<file path="src/rtl/core/rrsa_pkg.sv">
// Shared constants and types for the ring rotation source address block.
`timescale 1ns / 1ps

package rrsa_pkg;

  localparam int MAX_DIM = 512;

  localparam int CNT_W   = 10;
  localparam int COORD_W = 9;
  localparam int ADDR_W  = 18;
  localparam int RING_W  = 8;
  localparam int ROT_W   = 30;
  localparam int LEN_W   = 11;
  localparam int SUM_W   = ROT_W + 1;

  localparam int MOD_BITS   = 4;
  localparam int MOD_STAGES = (SUM_W + MOD_BITS - 1) / MOD_BITS;
  localparam int MOD_PAD_W  = MOD_STAGES * MOD_BITS;

  localparam int CFG_IDX_W = 2;

  typedef enum logic [CFG_IDX_W-1:0] {
    REG_ROW_COUNT = 2'd0,
    REG_COL_COUNT = 2'd1,
    REG_ROT_STEPS = 2'd2
  } cfg_reg_t;

  localparam logic [CNT_W-1:0] ROW_COUNT_RST = CNT_W'(2);
  localparam logic [CNT_W-1:0] COL_COUNT_RST = CNT_W'(2);
  localparam logic [ROT_W-1:0] ROT_STEPS_RST = '0;

endpackage

</file>
<file path="src/rtl/core/rrsa_if.sv">
// Channel interfaces: request, response and register write.
`timescale 1ns / 1ps

interface rrsa_req_if;
  logic                         valid;
  logic                         ready;
  logic [rrsa_pkg::COORD_W-1:0] dest_row;
  logic [rrsa_pkg::COORD_W-1:0] dest_col;

  modport source (output valid, output dest_row, output dest_col, input ready);
  modport sink (input valid, input dest_row, input dest_col, output ready);
endinterface

interface rrsa_rsp_if;
  logic                         valid;
  logic                         ready;
  logic [rrsa_pkg::COORD_W-1:0] src_row;
  logic [rrsa_pkg::COORD_W-1:0] src_col;
  logic [rrsa_pkg::ADDR_W-1:0]  src_addr;
  logic [rrsa_pkg::RING_W-1:0]  ring_index;
  logic                         bad_request;

  modport source (output valid, output src_row, output src_col, output src_addr,
                  output ring_index, output bad_request, input ready);
  modport sink (input valid, input src_row, input src_col, input src_addr,
                input ring_index, input bad_request, output ready);
endinterface

interface rrsa_cfg_if;
  logic                           valid;
  logic                           ready;
  logic [rrsa_pkg::CFG_IDX_W-1:0] index;
  logic [rrsa_pkg::ROT_W-1:0]     data;

  modport source (output valid, output index, output data, input ready);
  modport sink (input valid, input index, input data, output ready);
endinterface

</file>
<file path="src/rtl/core/ring_rotation_source_address_top.sv">
// Ring rotation source address generator, pipelined.
//
// One request transfer per cycle, one response per request. The ring-length
// modulo is a restoring remainder spread over 8 stages of 4 bits each;
// together with ring finding, position, sum, back-mapping and address
// multiply stages this sets the depth. A response stalled on rsp.ready holds
// the whole pipeline. Registers are written through cfg (always ready) and
// must only change while the pipeline is empty.
`timescale 1ns / 1ps

module ring_rotation_source_address_top (
  input  logic         clk,
  input  logic         rst,
  rrsa_req_if.sink     req,
  rrsa_rsp_if.source   rsp,
  rrsa_cfg_if.sink     cfg
);

  typedef struct packed {
    logic [rrsa_pkg::LEN_W-1:0]     rem;
    logic [rrsa_pkg::MOD_PAD_W-1:0] x;
    logic [rrsa_pkg::LEN_W-1:0]     len;
    logic [rrsa_pkg::CNT_W-1:0]     h;
    logic [rrsa_pkg::CNT_W-1:0]     w;
    logic [rrsa_pkg::RING_W-1:0]    ring;
    logic                           bad;
  } mod_t;

  logic [rrsa_pkg::CNT_W-1:0] row_count;
  logic [rrsa_pkg::CNT_W-1:0] col_count;
  logic [rrsa_pkg::ROT_W-1:0] rotation_steps;

  logic adv;

  // stage valids
  logic v1, v2, v3, v4, o_vld;
  logic [rrsa_pkg::MOD_STAGES-1:0] mod_vld;

  // stage 1: ring
  logic [rrsa_pkg::COORD_W-1:0] d1_r, d1_c;
  logic [rrsa_pkg::RING_W-1:0]  d1_ring;
  logic                         d1_bad;
  logic [rrsa_pkg::RING_W-1:0]  d1_ring_next;
  logic                         d1_bad_next;

  // stage 2: position on ring
  logic [rrsa_pkg::LEN_W-1:0]  d2_pos, d2_len;
  logic [rrsa_pkg::CNT_W-1:0]  d2_h, d2_w;
  logic [rrsa_pkg::RING_W-1:0] d2_ring;
  logic                        d2_bad;
  logic [rrsa_pkg::LEN_W-1:0]  d2_pos_next, d2_len_next;
  logic [rrsa_pkg::CNT_W-1:0]  d2_h_next, d2_w_next;

  // stage 3: rotated position before modulo
  logic [rrsa_pkg::SUM_W-1:0]  d3_sum;
  logic [rrsa_pkg::LEN_W-1:0]  d3_len;
  logic [rrsa_pkg::CNT_W-1:0]  d3_h, d3_w;
  logic [rrsa_pkg::RING_W-1:0] d3_ring;
  logic                        d3_bad;

  // modulo stages
  mod_t mod_in   [rrsa_pkg::MOD_STAGES];
  mod_t mod_next [rrsa_pkg::MOD_STAGES];
  mod_t mod_q    [rrsa_pkg::MOD_STAGES];

  // stage 4: source coordinate
  logic [rrsa_pkg::COORD_W-1:0] d4_sr, d4_sc;
  logic [rrsa_pkg::RING_W-1:0]  d4_ring;
  logic                         d4_bad;
  logic [rrsa_pkg::COORD_W-1:0] d4_sr_next, d4_sc_next;

  // output stage
  logic [rrsa_pkg::COORD_W-1:0]         o_row, o_col;
  logic [rrsa_pkg::ADDR_W-1:0]          o_addr;
  logic [rrsa_pkg::RING_W-1:0]          o_ring;
  logic                                 o_bad;
  logic [rrsa_pkg::COORD_W+rrsa_pkg::CNT_W-1:0] addr_full;

  // ---------------- configuration ----------------
  assign cfg.ready = 1'b1;

  always_ff @(posedge clk) begin
    if (rst) begin
      row_count      <= rrsa_pkg::ROW_COUNT_RST;
      col_count      <= rrsa_pkg::COL_COUNT_RST;
      rotation_steps <= rrsa_pkg::ROT_STEPS_RST;
    end else if (cfg.valid) begin
      case (rrsa_pkg::cfg_reg_t'(cfg.index))
        rrsa_pkg::REG_ROW_COUNT: row_count <= cfg.data[rrsa_pkg::CNT_W-1:0];
        rrsa_pkg::REG_COL_COUNT: col_count <= cfg.data[rrsa_pkg::CNT_W-1:0];
        rrsa_pkg::REG_ROT_STEPS: rotation_steps <= cfg.data;
        default: ;
      endcase
    end
  end

  // ---------------- flow control ----------------
  assign adv       = !o_vld || rsp.ready;
  assign req.ready = adv;

  always_ff @(posedge clk) begin
    if (rst) begin
      v1      <= 1'b0;
      v2      <= 1'b0;
      v3      <= 1'b0;
      mod_vld <= '0;
      v4      <= 1'b0;
      o_vld   <= 1'b0;
    end else if (adv) begin
      v1      <= req.valid;
      v2      <= v1;
      v3      <= v2;
      mod_vld <= {mod_vld[rrsa_pkg::MOD_STAGES-2:0], v3};
      v4      <= mod_vld[rrsa_pkg::MOD_STAGES-1];
      o_vld   <= v4;
    end
  end

  // ---------------- stage 1 ----------------
  always_comb begin
    logic [rrsa_pkg::CNT_W-1:0] r_ext, c_ext, rb, cb, min_rc, min_bb, min_dim, ring_full;
    logic                       shape_bad, coord_bad;
    r_ext     = {1'b0, req.dest_row};
    c_ext     = {1'b0, req.dest_col};
    min_dim   = (row_count < col_count) ? row_count : col_count;
    shape_bad = (row_count < rrsa_pkg::CNT_W'(2)) || (col_count < rrsa_pkg::CNT_W'(2)) ||
                (row_count > rrsa_pkg::CNT_W'(rrsa_pkg::MAX_DIM)) ||
                (col_count > rrsa_pkg::CNT_W'(rrsa_pkg::MAX_DIM)) || min_dim[0];
    coord_bad = (r_ext >= row_count) || (c_ext >= col_count);
    rb        = row_count - rrsa_pkg::CNT_W'(1) - r_ext;
    cb        = col_count - rrsa_pkg::CNT_W'(1) - c_ext;
    min_rc    = (r_ext < c_ext) ? r_ext : c_ext;
    min_bb    = (rb < cb) ? rb : cb;
    ring_full = (min_rc < min_bb) ? min_rc : min_bb;
    d1_ring_next = ring_full[rrsa_pkg::RING_W-1:0];
    d1_bad_next  = shape_bad || coord_bad;
  end

  always_ff @(posedge clk) begin
    if (adv) begin
      d1_r    <= req.dest_row;
      d1_c    <= req.dest_col;
      d1_ring <= d1_ring_next;
      d1_bad  <= d1_bad_next;
    end
  end

  // ---------------- stage 2 ----------------
  always_comb begin
    logic [rrsa_pkg::COORD_W-1:0] rr, rc;
    logic [rrsa_pkg::CNT_W-1:0]   two_ring;
    logic [rrsa_pkg::LEN_W-1:0]   rr_l, rc_l, h_l, w_l;
    rr        = d1_r - rrsa_pkg::COORD_W'(d1_ring);
    rc        = d1_c - rrsa_pkg::COORD_W'(d1_ring);
    two_ring  = {1'b0, d1_ring, 1'b0};
    d2_h_next = row_count - two_ring;
    d2_w_next = col_count - two_ring;
    rr_l      = rrsa_pkg::LEN_W'(rr);
    rc_l      = rrsa_pkg::LEN_W'(rc);
    h_l       = rrsa_pkg::LEN_W'(d2_h_next);
    w_l       = rrsa_pkg::LEN_W'(d2_w_next);
    d2_len_next = {d2_h_next, 1'b0} + {d2_w_next, 1'b0} - rrsa_pkg::LEN_W'(4);
    if (rr == '0) begin
      d2_pos_next = rc_l;
    end else if (rc_l == w_l - rrsa_pkg::LEN_W'(1)) begin
      d2_pos_next = rr_l + w_l - rrsa_pkg::LEN_W'(1);
    end else if (rr_l == h_l - rrsa_pkg::LEN_W'(1)) begin
      d2_pos_next = d2_len_next - h_l - rc_l + rrsa_pkg::LEN_W'(1);
    end else begin
      d2_pos_next = d2_len_next - rr_l;
    end
  end

  always_ff @(posedge clk) begin
    if (adv) begin
      d2_pos  <= d2_pos_next;
      d2_len  <= d2_len_next;
      d2_h    <= d2_h_next;
      d2_w    <= d2_w_next;
      d2_ring <= d1_ring;
      d2_bad  <= d1_bad;
    end
  end

  // ---------------- stage 3 ----------------
  always_ff @(posedge clk) begin
    if (adv) begin
      d3_sum  <= rrsa_pkg::SUM_W'(d2_pos) + rrsa_pkg::SUM_W'(rotation_steps);
      d3_len  <= d2_len;
      d3_h    <= d2_h;
      d3_w    <= d2_w;
      d3_ring <= d2_ring;
      d3_bad  <= d2_bad;
    end
  end

  // ---------------- modulo by ring length ----------------
  always_comb begin
    mod_in[0].rem  = '0;
    mod_in[0].x    = rrsa_pkg::MOD_PAD_W'(d3_sum);
    mod_in[0].len  = d3_len;
    mod_in[0].h    = d3_h;
    mod_in[0].w    = d3_w;
    mod_in[0].ring = d3_ring;
    mod_in[0].bad  = d3_bad;
  end

  for (genvar k = 1; k < rrsa_pkg::MOD_STAGES; k++) begin : g_mod_link
    assign mod_in[k] = mod_q[k-1];
  end

  for (genvar k = 0; k < rrsa_pkg::MOD_STAGES; k++) begin : g_mod
    always_comb begin
      logic [rrsa_pkg::LEN_W:0]       t;
      logic [rrsa_pkg::LEN_W-1:0]     rem;
      logic [rrsa_pkg::MOD_PAD_W-1:0] x;
      rem = mod_in[k].rem;
      x   = mod_in[k].x;
      for (int j = 0; j < rrsa_pkg::MOD_BITS; j++) begin
        t = {rem, x[rrsa_pkg::MOD_PAD_W-1]};
        if (t >= {1'b0, mod_in[k].len}) begin
          t = t - {1'b0, mod_in[k].len};
        end
        rem = t[rrsa_pkg::LEN_W-1:0];
        x   = {x[rrsa_pkg::MOD_PAD_W-2:0], 1'b0};
      end
      mod_next[k]     = mod_in[k];
      mod_next[k].rem = rem;
      mod_next[k].x   = x;
    end

    always_ff @(posedge clk) begin
      if (adv) begin
        mod_q[k] <= mod_next[k];
      end
    end
  end

  // ---------------- stage 4: back to coordinates ----------------
  always_comb begin
    mod_t                       mf;
    logic [rrsa_pkg::LEN_W-1:0] hs, ws, pos, sr, sc;
    mf  = mod_q[rrsa_pkg::MOD_STAGES-1];
    pos = mf.rem;
    hs  = rrsa_pkg::LEN_W'(mf.h) - rrsa_pkg::LEN_W'(1);
    ws  = rrsa_pkg::LEN_W'(mf.w) - rrsa_pkg::LEN_W'(1);
    if (pos < ws) begin
      sr = '0;
      sc = pos;
    end else if (pos < ws + hs) begin
      sr = pos - ws;
      sc = ws;
    end else if (pos < {ws[rrsa_pkg::LEN_W-2:0], 1'b0} + hs) begin
      sr = hs;
      sc = {ws[rrsa_pkg::LEN_W-2:0], 1'b0} + hs - pos;
    end else begin
      sr = {ws[rrsa_pkg::LEN_W-2:0], 1'b0} + {hs[rrsa_pkg::LEN_W-2:0], 1'b0} - pos;
      sc = '0;
    end
    sr = sr + rrsa_pkg::LEN_W'(mf.ring);
    sc = sc + rrsa_pkg::LEN_W'(mf.ring);
    d4_sr_next = sr[rrsa_pkg::COORD_W-1:0];
    d4_sc_next = sc[rrsa_pkg::COORD_W-1:0];
  end

  always_ff @(posedge clk) begin
    if (adv) begin
      d4_sr   <= d4_sr_next;
      d4_sc   <= d4_sc_next;
      d4_ring <= mod_q[rrsa_pkg::MOD_STAGES-1].ring;
      d4_bad  <= mod_q[rrsa_pkg::MOD_STAGES-1].bad;
    end
  end

  // ---------------- output stage ----------------
  assign addr_full = d4_sr * col_count + (rrsa_pkg::COORD_W + rrsa_pkg::CNT_W)'(d4_sc);

  always_ff @(posedge clk) begin
    if (adv) begin
      o_bad  <= d4_bad;
      o_row  <= d4_bad ? '0 : d4_sr;
      o_col  <= d4_bad ? '0 : d4_sc;
      o_ring <= d4_bad ? '0 : d4_ring;
      o_addr <= d4_bad ? '0 : addr_full[rrsa_pkg::ADDR_W-1:0];
    end
  end

  assign rsp.valid       = o_vld;
  assign rsp.src_row     = o_row;
  assign rsp.src_col     = o_col;
  assign rsp.src_addr    = o_addr;
  assign rsp.ring_index  = o_ring;
  assign rsp.bad_request = o_bad;

  // ---------------- assertions ----------------
  a_empty_after_reset: assert property (@(posedge clk)
    $past(rst) |-> !rsp.valid)
    else $error("response valid right after reset");

  a_src_in_shape: assert property (@(posedge clk) disable iff (rst)
    rsp.valid && !rsp.bad_request |->
      ({1'b0, rsp.src_row} < row_count) && ({1'b0, rsp.src_col} < col_count))
    else $error("source coordinate outside the matrix");

  a_ring_in_shape: assert property (@(posedge clk) disable iff (rst)
    rsp.valid && !rsp.bad_request |->
      ({1'b0, rsp.ring_index, 1'b0} < row_count) &&
      ({1'b0, rsp.ring_index, 1'b0} < col_count))
    else $error("ring index beyond the innermost ring");

  a_rem_below_len: assert property (@(posedge clk) disable iff (rst)
    mod_vld[rrsa_pkg::MOD_STAGES-1] && !mod_q[rrsa_pkg::MOD_STAGES-1].bad |->
      mod_q[rrsa_pkg::MOD_STAGES-1].rem < mod_q[rrsa_pkg::MOD_STAGES-1].len)
    else $error("ring position not reduced below ring length");

endmodule
</file>
<file path="src/flat_wrapper.sv">
// flat-port wrapper written by rule: the top's interface ports become plain ports
module ring_rotation_source_address_top_flat 
  (clk, rst, req_valid, req_dest_row, req_dest_col, req_ready, rsp_valid, rsp_src_row, rsp_src_col, rsp_src_addr, rsp_ring_index, rsp_bad_request, rsp_ready, cfg_valid, cfg_index, cfg_data, cfg_ready);
  rrsa_req_if req_i ();
  rrsa_rsp_if rsp_i ();
  rrsa_cfg_if cfg_i ();
  input  logic clk;
  input  logic rst;
  input wire logic [$bits(req_i.valid)-1:0] req_valid;
  input wire logic [$bits(req_i.dest_row)-1:0] req_dest_row;
  input wire logic [$bits(req_i.dest_col)-1:0] req_dest_col;
  output wire logic [$bits(req_i.ready)-1:0] req_ready;
  output wire logic [$bits(rsp_i.valid)-1:0] rsp_valid;
  output wire logic [$bits(rsp_i.src_row)-1:0] rsp_src_row;
  output wire logic [$bits(rsp_i.src_col)-1:0] rsp_src_col;
  output wire logic [$bits(rsp_i.src_addr)-1:0] rsp_src_addr;
  output wire logic [$bits(rsp_i.ring_index)-1:0] rsp_ring_index;
  output wire logic [$bits(rsp_i.bad_request)-1:0] rsp_bad_request;
  input wire logic [$bits(rsp_i.ready)-1:0] rsp_ready;
  input wire logic [$bits(cfg_i.valid)-1:0] cfg_valid;
  input wire logic [$bits(cfg_i.index)-1:0] cfg_index;
  input wire logic [$bits(cfg_i.data)-1:0] cfg_data;
  output wire logic [$bits(cfg_i.ready)-1:0] cfg_ready;
  assign req_i.valid = req_valid;
  assign req_i.dest_row = req_dest_row;
  assign req_i.dest_col = req_dest_col;
  assign req_ready = req_i.ready;
  assign rsp_valid = rsp_i.valid;
  assign rsp_src_row = rsp_i.src_row;
  assign rsp_src_col = rsp_i.src_col;
  assign rsp_src_addr = rsp_i.src_addr;
  assign rsp_ring_index = rsp_i.ring_index;
  assign rsp_bad_request = rsp_i.bad_request;
  assign rsp_i.ready = rsp_ready;
  assign cfg_i.valid = cfg_valid;
  assign cfg_i.index = cfg_index;
  assign cfg_i.data = cfg_data;
  assign cfg_ready = cfg_i.ready;
  ring_rotation_source_address_top u_core (.clk(clk), .rst(rst), .req(req_i), .rsp(rsp_i), .cfg(cfg_i));
endmodule
</file>
<file path="config.mk">
export PLATFORM = sky130hd
export DESIGN_NAME = ring_rotation_source_address_top_flat
export DESIGN_NICKNAME = d
export VERILOG_FILES = /design/src/rtl/core/rrsa_pkg.sv /design/src/rtl/core/rrsa_if.sv /design/src/rtl/core/ring_rotation_source_address_top.sv /design/src/flat_wrapper.sv
export SDC_FILE = /design/constraint.sdc
export NUM_CORES = 2
export LEC_CHECK = 0
export ABC_AREA = 1
export ABC_CLOCK_PERIOD_IN_PS = 34600
export BUFFER_PORTS_ARGS = -buffer_cell sky130_fd_sc_hd__buf_4
export CAP_MARGIN = 10
export CORE_ASPECT_RATIO = 0.8
export CORE_UTILIZATION = 65
export DETAILED_ROUTE_END_ITERATION = 8
export HOLD_SLACK_MARGIN = 0.05
export PLACE_DENSITY = 0.82
export SLEW_MARGIN = 20
export SYNTH_ARGS = -nofsm -noshare
export SYNTH_HDL_FRONTEND = slang
export SYNTH_SLANG_ARGS = --single-unit
export TNS_END_PERCENT = 1
</file>
<file path="constraint.sdc">
create_clock -name clk -period 34.6 [get_ports clk]
set_clock_uncertainty 0.2 [all_clocks]
set_input_delay 5.19 -clock clk [delete_from_list [all_inputs] [get_ports clk]]
set_output_delay 5.19 -clock clk [all_outputs]
set_load 0.005 [all_outputs]
</file>
## Word level (Yosys, flattened, before mapping)

Memory sizes are Yosys's and may differ from the RTL's.
Cells that the tools add are included.

| storage, ports and cells | value |
|---|---|
| memories | 1 |
| memory bits (writable) | 632 |
| register bits after elaboration | 284 |
| output and inout bits | 48 |
| input bits | 55 |
| word-level logic and storage cells | 208 |

Memory list:

| memory | words | bits a word | rd ports | clocked after Yosys merged registers in | write ports | RTL line | source |
|---|---|---|---|---|---|---|---|
| u_core.mod_q | 8 | 79 | 8 | 0 | 8 | ring_rotation_source_address_top.sv:64 | `mod_t mod_q [rrsa_pkg::MOD_STAGES];` |

| cells by class | value |
|---|---|
| multipliers | 1 |
| reduce and logical (&&, ||, !) cells | 13 |
| $lt $le $gt $ge | 45 |
| multiplexer cells | 47 |
| eq/ne operators | 4 |
| add/subtract/negate cells | 62 |

Operators with widths:

| cell | number |
|---|---|
| two-way mux 11 bit | 34 |
| >= comparator 12 x 11 -> 1 bit | 31 |
| subtractor 11 bit | 31 |
| two-way mux 9 bit | 8 |
| subtractor 10 x 1 -> 11 bit (second input constant) | 4 |
| subtractor 10 x 9 -> 10 bit | 4 |
| adder 11 bit | 3 |
| < comparator 11 bit | 3 |
| adder 11 x 30 -> 31 bit | 1 |
| subtractor 9 bit | 3 |
| equality test 9 x 11 -> 1 bit | 2 |
| subtractor 11 x 9 -> 11 bit | 2 |
| >= comparator 9 x 10 -> 1 bit | 2 |
| greater-than comparator 10 bit (second input constant) | 2 |
| < comparator 10 bit | 2 |
| < comparator 10 x 2 -> 1 bit (second input constant) | 2 |
| subtractor 10 x 1 -> 10 bit (second input constant) | 2 |
| adder 18 x 9 -> 18 bit | 1 |
| adder 9 x 8 -> 9 bit | 2 |
| multiplier 9 x 10 -> 18 bit | 1 |
| subtractor 9 x 8 -> 9 bit | 2 |
| adder 11 x 1 -> 11 bit (second input constant) | 1 |
| adder 9 x 10 -> 11 bit | 1 |
| >= comparator 1 x 11 -> 1 bit (first input constant) | 1 |
| other kinds (17) | 27 |

## Depth between registers and ports, before layout

| depth | value |
|---|---|
| word-level depth | 9 |
| gate-level depth with buffers | 52 |
| gate-level depth less buffers | 49 |

## Worst setup path after synthesis

No wires, ideal clock.

| path | value |
|---|---|
| path type | input to output |
| from | in rsp_ready |
| to | out req_ready |
| arrival | 24992 ps |
| required time | 29210 ps |
| path buffers | 1 |
| stages on the path | 3 |
| setup slack | 4218 ps |
| cells stage by stage | nor2_1 inv_1 clkbuf_1 |

| on the way | value |
|---|---|
| word-level cells in the longest chain between the ends | 1 |

Ends and longest elaborated chain:

| what | RTL line | source |
|---|---|---|
| from (decl) | flat_wrapper.sv:19 | `input wire logic [$bits(rsp_i.ready)-1:0] rsp_ready;` |
| logical OR 1 bit | ring_rotation_source_address_top.sv:98 | `assign adv = !o_vld \|\| rsp.ready;` |
| to (decl) | flat_wrapper.sv:12 | `output wire logic [$bits(req_i.ready)-1:0] req_ready;` |

Every way passes these cells.

## Final worst setup path

Ends and elaborated chain as after synthesis.

==> summary.txt <==
Critical path
  • CP Cell Sequence: buf_4 -> nor2_1 -> inv_8 -> buf_4
  • Crit path DAT: 6.78 ns
  • Critical path's most frequent cell: buf_4
  • CP delay by family, top: buffers and inverters
  • Largest stage delay on the critical path: 0.71 ns
  • Worst setup SP type: input pin
  • WS Path Type: in2out
  • CP max FO: 108
  • Critical path endpoint category: primary output
  • CP Buf/Inv Count: 3
  • CP Data Required Time: 29.21 ns
  • Crit path max-delay cell type: nor2_1

Drt
  • Initial DRC Count: 4702
  • DR DRC count: 0
  • DR vias: 45400
  • Final ANT Viol Nets: 0
  • DR vias/cell: 5.91
  • TritonRoute pass-1 iters: 8
  • Routed WL: 146000 um
  • WL/cell: 19.0 um

Final layout
  • Fraction of layout cells with a size suffix above 1: 0.0637
  • Area Overhead vs Synth: 8.32%
  • # diodes: 0
  • Final Util: 0.713
  • # nets final: 7283
  • Commonest non-fill, non-tap cell in the layout: nand2_1
  • Most frequent cells in the layout: nand2_1 (1323), inv_1 (936), edfxtp_1 (721)

Yosys
  • Largest family of logic cells by synthesized area: adder cells
  • Simple-Gate Fraction of Synth Area: 0.170
  • Yosys reg bits: 784
  • Post-Synthesis Cell Area: 0.0565 mm2
  • Synth unique cells: 69
  • Post-Syn Area per Cell: 8.89 um2
  • Post-synthesis adder-cell area fraction: 0.178
  • Synthesis Warnings: 0
  • Number of flops mapped to enable cells by yosys: 721
  • Syn_nets: 7164
  • Xor and xnor area share after synthesis: 0.0607
  • Mapped Cells: 6360
  • Post-synth top flop: edfxtp_1
  • Post-synth ARST share: 0
  • Mux contribution to synthesized area: 0
  • Post-synthesis compound-gate area fraction: 0.115
  • Seq/Total Area, Yosys: 0.405

STA
  • Tmin final: 12.17 ns
  • Fmax: 82.1 MHz
  • Final hold vios: 0
  • Period Utilization, post-route: 0.352
  • Slew margin rel.: 0.236
  • RSZ-0062 raised after global routing: no
  • Worst slew pin tran: 1.14 ns
  • Post-route setup TNS: 0 ns
  • Slew Limit Fails: 0
  • Setup violators final: 0

Clock tree
  • Clock Path Buffers: 3
  • Clock transition at the registers of the reported paths: 0.06 ns
  • H-tree depth: 3
  • Clock sinks: 784
  • Post-CTS Repair Setup Buffers: 0
  • CTS Hold Bufs: 0
  • TritonCTS buffer count: 82
  • CTS tree: yes
  • Worst skew pair latency: 0.67 ns
  • Root Driver: clkbuf_16
  • Cells resized by post-CTS repair: 0

Global routing
  • Vias in the first global route: 43200
  • Largest net degree at the start of global routing: 175
  • GRT Residual Overflow: 0
  • Initial antenna violation count: 2
  • GRT Total Usage: 0.329
  • First-pass GRT wire length: 230000 um

Placed design
  • GP Congestion: 0.968
  • HPWL after DPL: 105000 um
  • Number of buffers added on ports: 101

Die
  • Rows: 96
  • I/O pins: 103
  • Chip height: 266 um
  • Core area: 0.0859 mm2
  • Chip width: 332 um
  • Die footprint: 0.0881 mm2
  • Starting density of the core: 0.658

Run
  • Max Cap Viol: 0

Worst hold path
  • HP Class: reg2reg

Run status
  • Status: finished clean
[synth_stat cells, drive strengths merged, types with 5 or more instances]
cell        n  area share
nor3       77      0.0072
nor4        8     0.00089
ha        655        0.15
inv       954       0.063
xor2      253       0.039
o31ai      22      0.0029
edfxtp    721        0.38
buf        32      0.0041
dfxtp      63       0.022
o21bai     26      0.0035
clkbuf     48      0.0032
a211oi     21      0.0030
nand3     285       0.028
o21a       19      0.0025
a21boi     17      0.0023
nand3b     16      0.0023
o2111ai    12      0.0019
xnor2     136       0.021
o211ai     19      0.0029
and2        5     0.00055
nand4      74      0.0083
or2        32      0.0035
nand2    1346       0.091
a21o       31      0.0041
nor2      388       0.028
a21oi     538       0.048
o21ai     422       0.039
a31oi      16      0.0018
fa         94       0.033
[area by class of cell]
cell class | instances | area [um2]
Sequential cell | 784 | 22900
Clock buffer | 95 | 2170
Timing Repair Buffer | 115 | 880
Inverter | 956 | 3600
Fill cell | 6129 | 24700
Clock inverter | 58 | 643
Multi-Input combinational cell | 4540 | 29600
Tap cell | 1127 | 1410
[flip-flops by register name (all words and copies together), names as in the netlist, 10 cells and up]
register and flops:
u_core.mod_q 502, u_core.d3_sum 31, u_core.rotation_steps 30, u_core.rsp.src_addr 18
u_core.d2_pos 11, u_core.col_count 10, u_core.d2_h 10, u_core.d2_len 10
u_core.d2_w 10, u_core.d3_h 10, u_core.d3_len 10, u_core.d3_w 10
u_core.row_count 10
[cells by family after synthesis]
group	after synthesis
AND/OR/NAND/NOR	2237
AO/OA/AOI/OAI	1164
buffers and inverters	1036
flip-flops	784
adder cells (fa/ha/maj)	749
XOR/XNOR	389
other	1
[metal layers]
layer / global-route usage / part of all wire / up-vias
li1: - / - / 21800
met1: 0.453 / 0.42 / 21000
met2: 0.512 / 0.44 / 2182
met3: 0.0691 / 0.10 / 502
met4: 0.127 / 0.042 / 0
met5: 0 / 0 / -
[path summary, 6_finish.rpt]
kind | from | to | slack [ns] | depth (start not counted)
worst max-delay path | rsp_ready | req_ready | 22.43 | 4
worst min-delay path | u_core.d2_w[5]$_DFFE_PP_ | u_core.d3_w[5]$_DFFE_PP_ | 0.20 | 0
worst max register to register | u_core.mod_q[1][111]$_DFFE_PP_ | u_core.mod_q[1][228]$_DFFE_PP_ | 24.69 | 39
worst min register to register | u_core.d2_w[5]$_DFFE_PP_ | u_core.d3_w[5]$_DFFE_PP_ | 0.20 | 0
[worst register-to-register path, delay by kind of cell, from the launching register on]
kind	cells	cell delay (ns)
compound gates	20	4.57
simple gates	13	2.73
buf+inv	2	0.27
flops	1	0.41
fa+ha+maj	4	1.49
[stage by stage]
step	instance area [um2]	hold slack [ns]	std cells	setup slack, ns
final	61200	0.198	7675	22.43
after global routing	61200	0.193	7675	22.21
after CTS	61200	0.195	7675	22.40
after detailed placement	58400	0.205	7522	22.40
after global placement	58400	0.200	7522	22.42
after floorplan	56500	0.200	6360	4.22
Power is not shown: default switching activity piles up to over one toggle a cycle in this logic, so the estimate is an artifact.
